[src/rtl/core/sfck_pkg.sv]
// Shared widths and the per-stage control bundle of the space-filling-curve key unit.
package sfck_pkg;

    localparam int COORD_W = 21;
    localparam int KEY_W   = 63;

    typedef enum logic
    {
        CURVE_MORTON  = 1'b0,
        CURVE_HILBERT = 1'b1
    } curve_t;

    typedef struct packed
    {
        logic   valid;
        curve_t curve;
    } stage_ctl_t;

endpackage

[src/rtl/core/sfck_cell.sv]
// One Hilbert level cell: conditional inversions and swaps for a single bit level; Morton items pass unchanged.
module sfck_cell #(
    parameter int AXIS_BITS = 21,
    parameter int LEVEL     = 20
) (
    input  logic                   clk,
    input  logic                   rst_n,
    input  sfck_pkg::stage_ctl_t   ctl_in,
    input  logic [AXIS_BITS-1:0]   a0_in,
    input  logic [AXIS_BITS-1:0]   a1_in,
    input  logic [AXIS_BITS-1:0]   a2_in,
    output sfck_pkg::stage_ctl_t   ctl_out,
    output logic [AXIS_BITS-1:0]   a0_out,
    output logic [AXIS_BITS-1:0]   a1_out,
    output logic [AXIS_BITS-1:0]   a2_out
);

    localparam logic [AXIS_BITS-1:0] LOW = AXIS_BITS'((64'd1 << LEVEL) - 64'd1);

    sfck_pkg::stage_ctl_t ctl_reg;
    logic [AXIS_BITS-1:0] a0_reg;
    logic [AXIS_BITS-1:0] a1_reg;
    logic [AXIS_BITS-1:0] a2_reg;
    logic [AXIS_BITS-1:0] a0_next;
    logic [AXIS_BITS-1:0] a1_next;
    logic [AXIS_BITS-1:0] a2_next;

    always_comb
    begin
        logic [AXIS_BITS-1:0] sw;
        a0_next = a0_in;
        a1_next = a1_in;
        a2_next = a2_in;
        sw      = '0;
        if (ctl_in.curve == sfck_pkg::CURVE_HILBERT)
        begin
            // The x axis against itself can only invert, never swap.
            if (a0_next[LEVEL])
            begin
                a0_next = a0_next ^ LOW;
            end
            if (a1_next[LEVEL])
            begin
                a0_next = a0_next ^ LOW;
            end
            else
            begin
                sw      = (a0_next ^ a1_next) & LOW;
                a0_next = a0_next ^ sw;
                a1_next = a1_next ^ sw;
            end
            if (a2_next[LEVEL])
            begin
                a0_next = a0_next ^ LOW;
            end
            else
            begin
                sw      = (a0_next ^ a2_next) & LOW;
                a0_next = a0_next ^ sw;
                a2_next = a2_next ^ sw;
            end
        end
    end

    always_ff @(posedge clk or negedge rst_n)
    begin
        if (!rst_n)
        begin
            ctl_reg <= '0;
        end
        else
        begin
            ctl_reg <= ctl_in;
        end
    end

    always_ff @(posedge clk)
    begin
        a0_reg <= a0_next;
        a1_reg <= a1_next;
        a2_reg <= a2_next;
    end

    assign ctl_out = ctl_reg;
    assign a0_out  = a0_reg;
    assign a1_out  = a1_reg;
    assign a2_out  = a2_reg;

endmodule

[src/rtl/core/sfck_out.sv]
// Output stage: Gray decode, final correction and bit interleave into the key register; Morton keys only interleave.
module sfck_out #(
    parameter int AXIS_BITS = 21
) (
    input  logic                          clk,
    input  logic                          rst_n,
    input  sfck_pkg::stage_ctl_t          ctl_in,
    input  logic [AXIS_BITS-1:0]          a0_in,
    input  logic [AXIS_BITS-1:0]          a1_in,
    input  logic [AXIS_BITS-1:0]          a2_in,
    output logic                          done,
    output logic [sfck_pkg::KEY_W-1:0]    curve_key
);

    logic                       done_reg;
    logic [sfck_pkg::KEY_W-1:0] key_reg;
    logic [sfck_pkg::KEY_W-1:0] key_next;

    always_comb
    begin
        logic [AXIS_BITS-1:0] b0;
        logic [AXIS_BITS-1:0] b1;
        logic [AXIS_BITS-1:0] b2;
        logic [AXIS_BITS-1:0] fix;
        b1  = a1_in ^ a0_in;
        b2  = b1 ^ a2_in;
        fix = '0;
        // Bit j of the correction is the parity of all levels above j.
        for (int j = 0; j < AXIS_BITS; j++)
        begin
            for (int i = 0; i < AXIS_BITS; i++)
            begin
                if (i > j)
                begin
                    fix[j] = fix[j] ^ b2[i];
                end
            end
        end
        b0 = a0_in ^ fix;
        b1 = b1 ^ fix;
        b2 = b2 ^ fix;
        key_next = '0;
        for (int k = 0; k < AXIS_BITS; k++)
        begin
            if (ctl_in.curve == sfck_pkg::CURVE_HILBERT)
            begin
                key_next[3*k+2] = b0[k];
                key_next[3*k+1] = b1[k];
                key_next[3*k]   = b2[k];
            end
            else
            begin
                key_next[3*k]   = a0_in[k];
                key_next[3*k+1] = a1_in[k];
                key_next[3*k+2] = a2_in[k];
            end
        end
    end

    always_ff @(posedge clk or negedge rst_n)
    begin
        if (!rst_n)
        begin
            done_reg <= 1'b0;
        end
        else
        begin
            done_reg <= ctl_in.valid;
        end
    end

    always_ff @(posedge clk)
    begin
        key_reg <= key_next;
    end

    assign done      = done_reg;
    assign curve_key = key_reg;

endmodule

[src/rtl/core/sfc_key_morton_hilbert_3d_top.sv]
// Top level of the Morton / Hilbert 3D curve key unit: mode register, cell chain, output stage.
// Start reaches done through the chain of registered Hilbert level cells
// (AXIS_BITS-1 cells) and then the output register.
// Throughput: one item per cycle; busy is always low and every cell hands its item on each cycle.
// Reset (rst_n low, asynchronous) clears the valid flags in flight and selects the Morton key.
// The receiver cannot stall: each key shows on curve_key for exactly the one cycle done is high.
module sfc_key_morton_hilbert_3d_top #(
    parameter int AXIS_BITS = 21
) (
    input  logic                            clk,
    input  logic                            rst_n,
    input  logic                            cfg_we,
    input  logic                            cfg_wdata,
    input  logic                            start,
    output logic                            busy,
    input  logic [sfck_pkg::COORD_W-1:0]    coord_x,
    input  logic [sfck_pkg::COORD_W-1:0]    coord_y,
    input  logic [sfck_pkg::COORD_W-1:0]    coord_z,
    output logic                            done,
    output logic [sfck_pkg::KEY_W-1:0]      curve_key
);

    sfck_pkg::curve_t     curve_select_reg;
    sfck_pkg::stage_ctl_t stage_ctl [AXIS_BITS];
    logic [AXIS_BITS-1:0] stage_a0  [AXIS_BITS];
    logic [AXIS_BITS-1:0] stage_a1  [AXIS_BITS];
    logic [AXIS_BITS-1:0] stage_a2  [AXIS_BITS];

    always_ff @(posedge clk or negedge rst_n)
    begin
        if (!rst_n)
        begin
            curve_select_reg <= sfck_pkg::CURVE_MORTON;
        end
        else if (cfg_we)
        begin
            curve_select_reg <= sfck_pkg::curve_t'(cfg_wdata);
        end
    end

    assign busy = 1'b0;

    assign stage_ctl[0].valid = start;
    assign stage_ctl[0].curve = curve_select_reg;
    assign stage_a0[0]        = coord_x[AXIS_BITS-1:0];
    assign stage_a1[0]        = coord_y[AXIS_BITS-1:0];
    assign stage_a2[0]        = coord_z[AXIS_BITS-1:0];

    // Cell k works on bit level AXIS_BITS-1-k, top level first.
    for (genvar k = 0; k < AXIS_BITS - 1; k++)
    begin : g_cell
        sfck_cell #(
            .AXIS_BITS (AXIS_BITS),
            .LEVEL     (AXIS_BITS - 1 - k)
        ) u_cell (
            .clk     (clk),
            .rst_n   (rst_n),
            .ctl_in  (stage_ctl[k]),
            .a0_in   (stage_a0[k]),
            .a1_in   (stage_a1[k]),
            .a2_in   (stage_a2[k]),
            .ctl_out (stage_ctl[k+1]),
            .a0_out  (stage_a0[k+1]),
            .a1_out  (stage_a1[k+1]),
            .a2_out  (stage_a2[k+1])
        );
    end

    sfck_out #(
        .AXIS_BITS (AXIS_BITS)
    ) u_out (
        .clk       (clk),
        .rst_n     (rst_n),
        .ctl_in    (stage_ctl[AXIS_BITS-1]),
        .a0_in     (stage_a0[AXIS_BITS-1]),
        .a1_in     (stage_a1[AXIS_BITS-1]),
        .a2_in     (stage_a2[AXIS_BITS-1]),
        .done      (done),
        .curve_key (curve_key)
    );

endmodule

[config.mk]
export PLATFORM = sky130hd
export DESIGN_NAME = sfc_key_morton_hilbert_3d_top
export DESIGN_NICKNAME = d
export VERILOG_FILES = /design/src/rtl/core/sfck_pkg.sv /design/src/rtl/core/sfck_cell.sv /design/src/rtl/core/sfck_out.sv /design/src/rtl/core/sfc_key_morton_hilbert_3d_top.sv
export SDC_FILE = /design/constraint.sdc
export NUM_CORES = 2
export LEC_CHECK = 0
export CAP_MARGIN = 20
export CORE_ASPECT_RATIO = 2
export CORE_UTILIZATION = 30
export CTS_BUF_LIST = sky130_fd_sc_hd__clkbuf_8
export CTS_CLUSTER_DIAMETER = 100
export DETAILED_ROUTE_END_ITERATION = 6
export DONT_BUFFER_PORTS = 1
export PLACE_DENSITY = 0.57
export SLEW_MARGIN = 10
export SYNTH_ARGS = -nofsm -noshare
export SYNTH_HDL_FRONTEND = slang
export SYNTH_SLANG_ARGS = --single-unit
[constraint.sdc]
create_clock -name clk -period 2.78 [get_ports clk]
set_input_delay 0.139 -clock clk [delete_from_list [all_inputs] [get_ports clk]]
set_output_delay 0.139 -clock clk [all_outputs]
set_load 0.1 [all_outputs]
-- Yosys cells after proc, flatten, opt, wreduce, memory -nomap -nowiden
Index checks and enable logic that the tools add are counted.
- bits in registers: 1365
- logic and storage cells: 699
- output and inout port bits: 65
- bitwise gates (word level): 375
- mux-type cells: 221
- operators with widths (cell ; count):
    21-bit 2-to-1 mux ; 181
    1-bit XOR ; 192
    21-bit by 20-bit XOR with 21-bit output ; 7
    21-bit by 1-bit XOR with 21-bit output ; 4
    21-bit by 10-bit XOR with 21-bit output ; 4
    21-bit by 11-bit XOR with 21-bit output ; 4
    21-bit by 12-bit XOR with 21-bit output ; 4
    21-bit by 13-bit XOR with 21-bit output ; 4
    21-bit by 14-bit XOR with 21-bit output ; 4
    21-bit by 15-bit XOR with 21-bit output ; 4
    21-bit by 16-bit XOR with 21-bit output ; 4
    21-bit by 17-bit XOR with 21-bit output ; 4
    21-bit by 18-bit XOR with 21-bit output ; 4
    21-bit by 19-bit XOR with 21-bit output ; 4
    21-bit by 2-bit XOR with 21-bit output ; 4
    21-bit by 3-bit XOR with 21-bit output ; 4
    21-bit by 4-bit XOR with 21-bit output ; 4
    21-bit by 5-bit XOR with 21-bit output ; 4
    21-bit by 6-bit XOR with 21-bit output ; 4
    21-bit by 7-bit XOR with 21-bit output ; 4
    21-bit by 8-bit XOR with 21-bit output ; 4
    21-bit by 9-bit XOR with 21-bit output ; 4
    3-bit 2-to-1 mux ; 22
    20-bit inverter ; 3
    57 further kinds ; 115

-- Logic depth before layout (Yosys ltp)
- depth in word-level cells: 23
- depth in mapped cells: 8

-- Modules after synthesis
A second synthesis with hierarchy kept.
- cell total of the unflattened synthesis: 3921
- area total of the unflattened synthesis: 45965.3 µm²
- modules (own cells, without submodules) (module ; times used ; area each (µm²) ; sequential area each (µm²) ; cells an instance):
    sfck_out ; 1 ; 3040.4 ; 1286.2 ; 295
    sfck_cell at g_cell[0].u_cell ; 1 ; 2775.2 ; 1311.3 ; 280
    sfck_cell at g_cell[1].u_cell ; 1 ; 2748.9 ; 1311.3 ; 270
    sfck_cell at g_cell[2].u_cell ; 1 ; 2666.3 ; 1311.3 ; 260
    sfck_cell at g_cell[3].u_cell ; 1 ; 2598.7 ; 1311.3 ; 250
    sfck_cell at g_cell[4].u_cell ; 1 ; 2555.0 ; 1311.3 ; 238
    sfck_cell at g_cell[5].u_cell ; 1 ; 2484.9 ; 1311.3 ; 228
    sfck_cell at g_cell[6].u_cell ; 1 ; 2401.1 ; 1311.3 ; 217
    sfck_cell at g_cell[7].u_cell ; 1 ; 2396.0 ; 1311.3 ; 208
    sfck_cell at g_cell[8].u_cell ; 1 ; 2254.7 ; 1311.3 ; 197
    sfck_cell at g_cell[9].u_cell ; 1 ; 2167.1 ; 1311.3 ; 186
    sfck_cell at g_cell[10].u_cell ; 1 ; 2120.8 ; 1311.3 ; 176
    sfck_cell at g_cell[11].u_cell ; 1 ; 2058.2 ; 1311.3 ; 166
    sfck_cell at g_cell[12].u_cell ; 1 ; 1944.4 ; 1311.3 ; 154
    +8 rows ; n/a ; n/a ; n/a ; n/a

-- Worst setup path before layout
No wires, ideal clock.
- kind: register to register
- start point: register g_cell[19].u_cell.a1_reg[20]
- end point: register u_out.key_reg, in the netlist u_out.curve_key[10]
- data required time: 2.708 ns
- cell stages (with the launch flop): 8
- path buffers: 0
- path slack: -0.021 ns
- arrival time: 2.729 ns
- setup time: 0.072 ns
- path through: dfxtp_1 xor2_1 xnor3_2 xnor2_4 xor3_4 xnor2_1 mux2i_1 xor2_1
- word-level cells in the longest chain between the ends: 5
- ends and longest elaborated chain (item ; RTL line ; text):
    start, declared ; sfck_cell.sv:22 ; logic [AXIS_BITS-1:0] a1_reg;
    start signal, assigned ; sfck_cell.sv:80 ; a1_reg <= a1_next;
    21-bit XOR ; sfck_out.sv:25 ; b1 = a1_in ^ a0_in;
    21-bit XOR ; sfck_out.sv:26 ; b2 = b1 ^ a2_in;
    1-bit XOR ; sfck_out.sv:35 ; fix[j] = fix[j] ^ b2[i];
    21-bit by 20-bit XOR with 21-bit output ; sfck_out.sv:40 ; b1 = b1 ^ fix;
    3-bit 2-to-1 mux ; sfck_out.sv:45 ; if (ctl_in.curve == sfck_pkg::CURVE_HILBERT)
    named net u_out.key_next (one bit) ; sfck_out.sv:17 ; logic [sfck_pkg::KEY_W-1:0] key_next;
    end signal, assigned ; sfck_out.sv:74 ; key_reg <= key_next;
    end, declared ; sfck_out.sv:16 ; logic [sfck_pkg::KEY_W-1:0] key_reg;
The timed path passes the listed nets, and every way through them passes these cells.
A chain may end at the register's enable or synchronous reset.

-- Worst setup path in the final report
- start point: register g_cell[19].u_cell.a2_reg[4]
- end point: register u_out.key_reg, in the netlist u_out.curve_key[0]
- word-level cells in the longest chain between the ends: 20
- ends and longest elaborated chain (item ; RTL line ; text):
    start, declared ; sfck_cell.sv:23 ; logic [AXIS_BITS-1:0] a2_reg;
    start signal, assigned ; sfck_cell.sv:81 ; a2_reg <= a2_next;
    21-bit XOR ; sfck_out.sv:26 ;
    1-bit XOR (17 in series) ; sfck_out.sv:35 ;
    21-bit by 20-bit XOR with 21-bit output ; sfck_out.sv:41 ; b2 = b2 ^ fix;
    3-bit 2-to-1 mux ; sfck_out.sv:45 ;
    named net u_out.key_next (one bit) ; sfck_out.sv:17 ;
The timed path passes the listed nets, and every way through them passes these cells.

==> run summary <==
The buffer depth of the longest clock path was 3; the total of buffers placed on input and output ports was 0. The slowest stage of the critical path belongs to the cell sky130_fd_sc_hd__xor3_4. The initial antenna violation count was 2; the sequential-to-total area share from yosys stat was 65.5%. The instance count along the most critical hold path came out at 2.

In the synthesized netlist the async set-or-reset flop fraction comes to 3.08%. STA classifies the critical path startpoint as a flop. Subtracting the final worst setup slack from the clock period gives 2.76 ns. The tools report the number of nets still failing antenna checks after routing as 0. The commonest cells after synthesis are sky130_fd_sc_hd__dfxtp_1, sky130_fd_sc_hd__nand2_1, sky130_fd_sc_hd__o21ai_0, sky130_fd_sc_hd__mux2i_1, sky130_fd_sc_hd__xnor2_1.

In this run the standard cell core region covers 139,000 um^2. The number of hold violations in the final report was 0. Across every metal layer, demand over resource in global routing totals 10.5%. Setup repair after global routing could not meet its margin everywhere. Counting both buffers and inverters, the worst setup path holds a total of 0. The first global-routing pass estimated 121,000 um of wire. Counting cells, the worst reg-to-reg path comes to 7.

The tools report the buffer cell driving the clock tree root as sky130_fd_sc_hd__clkbuf_8. After synthesis the netlist holds a flip-flop and latch count of 1,365. The number of enable-type register cells in the synthesized netlist came out at 0.

The run gives 3,733 as the cell count after synthesis. The tools report the number of global-route vias before repair as 25.3k. At the end of the flow, the number of nets in the layout was 4,073.

The floorplan has 193 rows. The die is 531 um tall. In this design, the largest share of critical-path delay is due to XOR/XNOR gates.

With fillers left out, the area of the finished cells amounts to 50,600 um^2. The initial utilization of the core area, before any placement, comes to 30.3%. After global routing the overflow that remains totals 0.

The flow ran to the end, and the final reports show no timing, DRC or antenna violations. Total routed wirelength: 75,300 um. Setup slack closes at 0.0154 ns. Headroom to the max-slew limit came out at 21.6%. The mean instance size in the synthesized netlist is 11.3 um^2, and the slew of the pin with the lowest slew margin is 1.17 ns. The pre-antenna-repair detailed-routing pass consisted of 5 iterations. At the worst endpoint, the required time is 3.53 ns. The logs give 747 for the starting DRC count in detailed routing and 0 for the number of maximum-capacitance constraint violations. The count of pins over their slew limit is 0, and the fraction of layout instances using a drive strength above 1 is 10.2%. The worst setup path is captured at a flop. The number of different library cells used by synthesis comes to 24.

The floorplan step set the die width to 267 um. The path class of the tightest hold or removal check is primary input to flop. Counting every net in the synthesized netlist gives 3,801. sky130_fd_sc_hd__dfxtp_1 is the most common cell in the netlist. The largest total area in the synthesized netlist belongs to sky130_fd_sc_hd__dfxtp_1.

CTS built an H-tree with a depth of 4. The critical path is of the flop to flop type. TritonCTS built the clock tree. The signal on the critical path passes through xor3_2 -> xnor2_4 -> xnor3_1 -> xor3_4 -> xnor3_1 -> nor2_1 -> xor2_1. The cell that appears most often on the critical path is sky130_fd_sc_hd__xnor3_1. Entering global routing, the biggest net connects 43 pins. The detailed placement HPWL is 52,000 um. OpenSTA, run right after detailed placement, puts the worst setup slack at -0.256 ns. The logs give 0.362 GHz for the highest clock frequency the design can meet and 24.7k for the via count.

Yosys printed 0 warnings. Clock-pin slew was measured on the worst setup and hold paths at 0.06 ns. Average wire per cell in the routed design: 12.5 um. The largest driver fanout on the critical path works out to 6.

The sink count of the clock tree is 1,365, and the number of top-level pins is 133. Data on the critical path arrives at its endpoint at 3.52 ns. Compared with the post-synthesis result, the final layout area differs by 20.4%.

The weighted congestion reported at the end of routability-driven placement was 0.782. The floorplan step defined a die boundary enclosing 142,000 um^2. Summed over its instances, the top area cell type makes up 63.0% of the synthesized netlist area.

Counting buffers and inverters, the worst setup path is 7 cells deep. After synthesis, the cell types taking the most area are sky130_fd_sc_hd__dfxtp_1, sky130_fd_sc_hd__mux2i_1, sky130_fd_sc_hd__xnor2_1. In the synthesized netlist the dominant register cell turns out to be sky130_fd_sc_hd__dfxtp_1. The worst path uses 99.4% of the clock period. In the routed layout, each cell is associated on average with a via count of 4.10.

The largest single stage delay on the critical path is 0.56 ns. For this run, design rule violations remaining after detail routing come to 0. Between clock sinks in the finished design, the worst skew comes to 0.0385 ns. Adding up every negative setup slack in the final design gives 0 ns.

Total cell area at the placement stage: 44,200 um^2. For the number of endpoints failing setup at the final stage, the log shows 0. The tools report the final-layout worst hold slack as 0.194 ns.

Summing every instance area after synthesis gives 42,000 um^2. For the worst-skew pair, the clock arrives at the later sink with an insertion delay of 0.83 ns. Buffers inserted during clock tree synthesis total 195.
## layout make-up
type | instances | area (um^2)
diodes | 2 | 5.00
clock buffers | 251 | 3450
clock inverters | 105 | 771
fillers | 13600 | 88000
inverters | 21 | 78.8
multi-input cells | 2138 | 13700
flip-flops and latches | 1365 | 27500
well taps | 1852 | 2320
repair buffers | 284 | 2690
## cells in the final DEF (no fill, tap or decap), types with 73 or more instances in the layout
cell type                       instances
sky130_fd_sc_hd__nor2_1               223
sky130_fd_sc_hd__xnor2_1              289
sky130_fd_sc_hd__o21ai_0              442
sky130_fd_sc_hd__a21oi_1              217
sky130_fd_sc_hd__dlygate4sd3_1        190
sky130_fd_sc_hd__dfxtp_1             1320
sky130_fd_sc_hd__mux2i_1              420
sky130_fd_sc_hd__nand2_1              449
sky130_fd_sc_hd__buf_4                 89
sky130_fd_sc_hd__inv_1                 73
sky130_fd_sc_hd__clkbuf_8             251
## worst paths after layout
| check | to | slack (ns) | startpoint |
|---|---|---|---|
| max in group asynchronous | g_cell[13].u_cell.ctl_out[1] | 1.95 | rst_n |
| setup / recovery | u_out.curve_key[0] | 0.02 | g_cell[19].u_cell.a2_out[4] |
| hold / removal | g_cell[0].u_cell.a0_out[20] | 0.19 | coord_x[20] |
| hold reg to reg | g_cell[14].u_cell.a0_out[7] | 0.30 | g_cell[13].u_cell.a0_out[7] |
| min in group asynchronous | g_cell[18].u_cell.ctl_out[0] | 0.56 | rst_n |
| setup reg to reg | u_out.curve_key[0] | 0.02 | g_cell[19].u_cell.a2_out[4] |
## worst reg2reg max path, stage by stage, from the launching register on
cell and delay [ns]:
sky130_fd_sc_hd__dfxtp_2 0.33, sky130_fd_sc_hd__xor3_2 0.50, sky130_fd_sc_hd__xnor2_4 0.20, sky130_fd_sc_hd__xnor3_1 0.43, sky130_fd_sc_hd__xor3_4 0.56, sky130_fd_sc_hd__xnor3_1 0.41, sky130_fd_sc_hd__nor2_1 0.12, sky130_fd_sc_hd__xor2_1 0.15
## layer usage
| layer | part of all wire (%) | global-route usage, % | vias to the layer above | routed length [um] |
|---|---|---|---|---|
| met5 | 0 | 0 | - | 0 |
| met4 | 4.3 | 5.91 | 0 | 3220 |
| met3 | 3.8 | 2.49 | 227 | 2850 |
| met2 | 60 | 22.5 | 479 | 44800 |
| met1 | 32 | 8.16 | 11100 | 24400 |
| li1 | - | - | 12900 | - |
## timing repair
action,4_1_cts,5_1_grt
hold buffers,195,0
resized for setup,2,17
endpoints found under the setup margin,27,4
hold endpoints to repair,107,0
setup buffers,1,2
pin swaps,2,8
## metrics by stage
step | cells | util, %
after floorplan | 3733 | -
after global placement | 5463 | 31.9
after detailed placement | 5463 | 31.9
after CTS | 6015 | 36.4
after global routing | 6018 | 36.5
final | 6018 | 36.5
## cells by family (layout without fill, tap and decap cells)
family / Yosys count / count (layout) / share of synthesized area [%]
other cells: 1 / 3 / 0.00892
buf+inv: 230 / 661 / 2.07
compound gates: 661 / 661 / 7.88
simple gates: 715 / 715 / 6.64
xor+xnor: 336 / 336 / 7.76
mux: 425 / 425 / 10.1
flops: 1365 / 1365 / 65.5
Power is not shown: default switching activity piles up to over one toggle a cycle in this logic, so the estimate is an artifact.
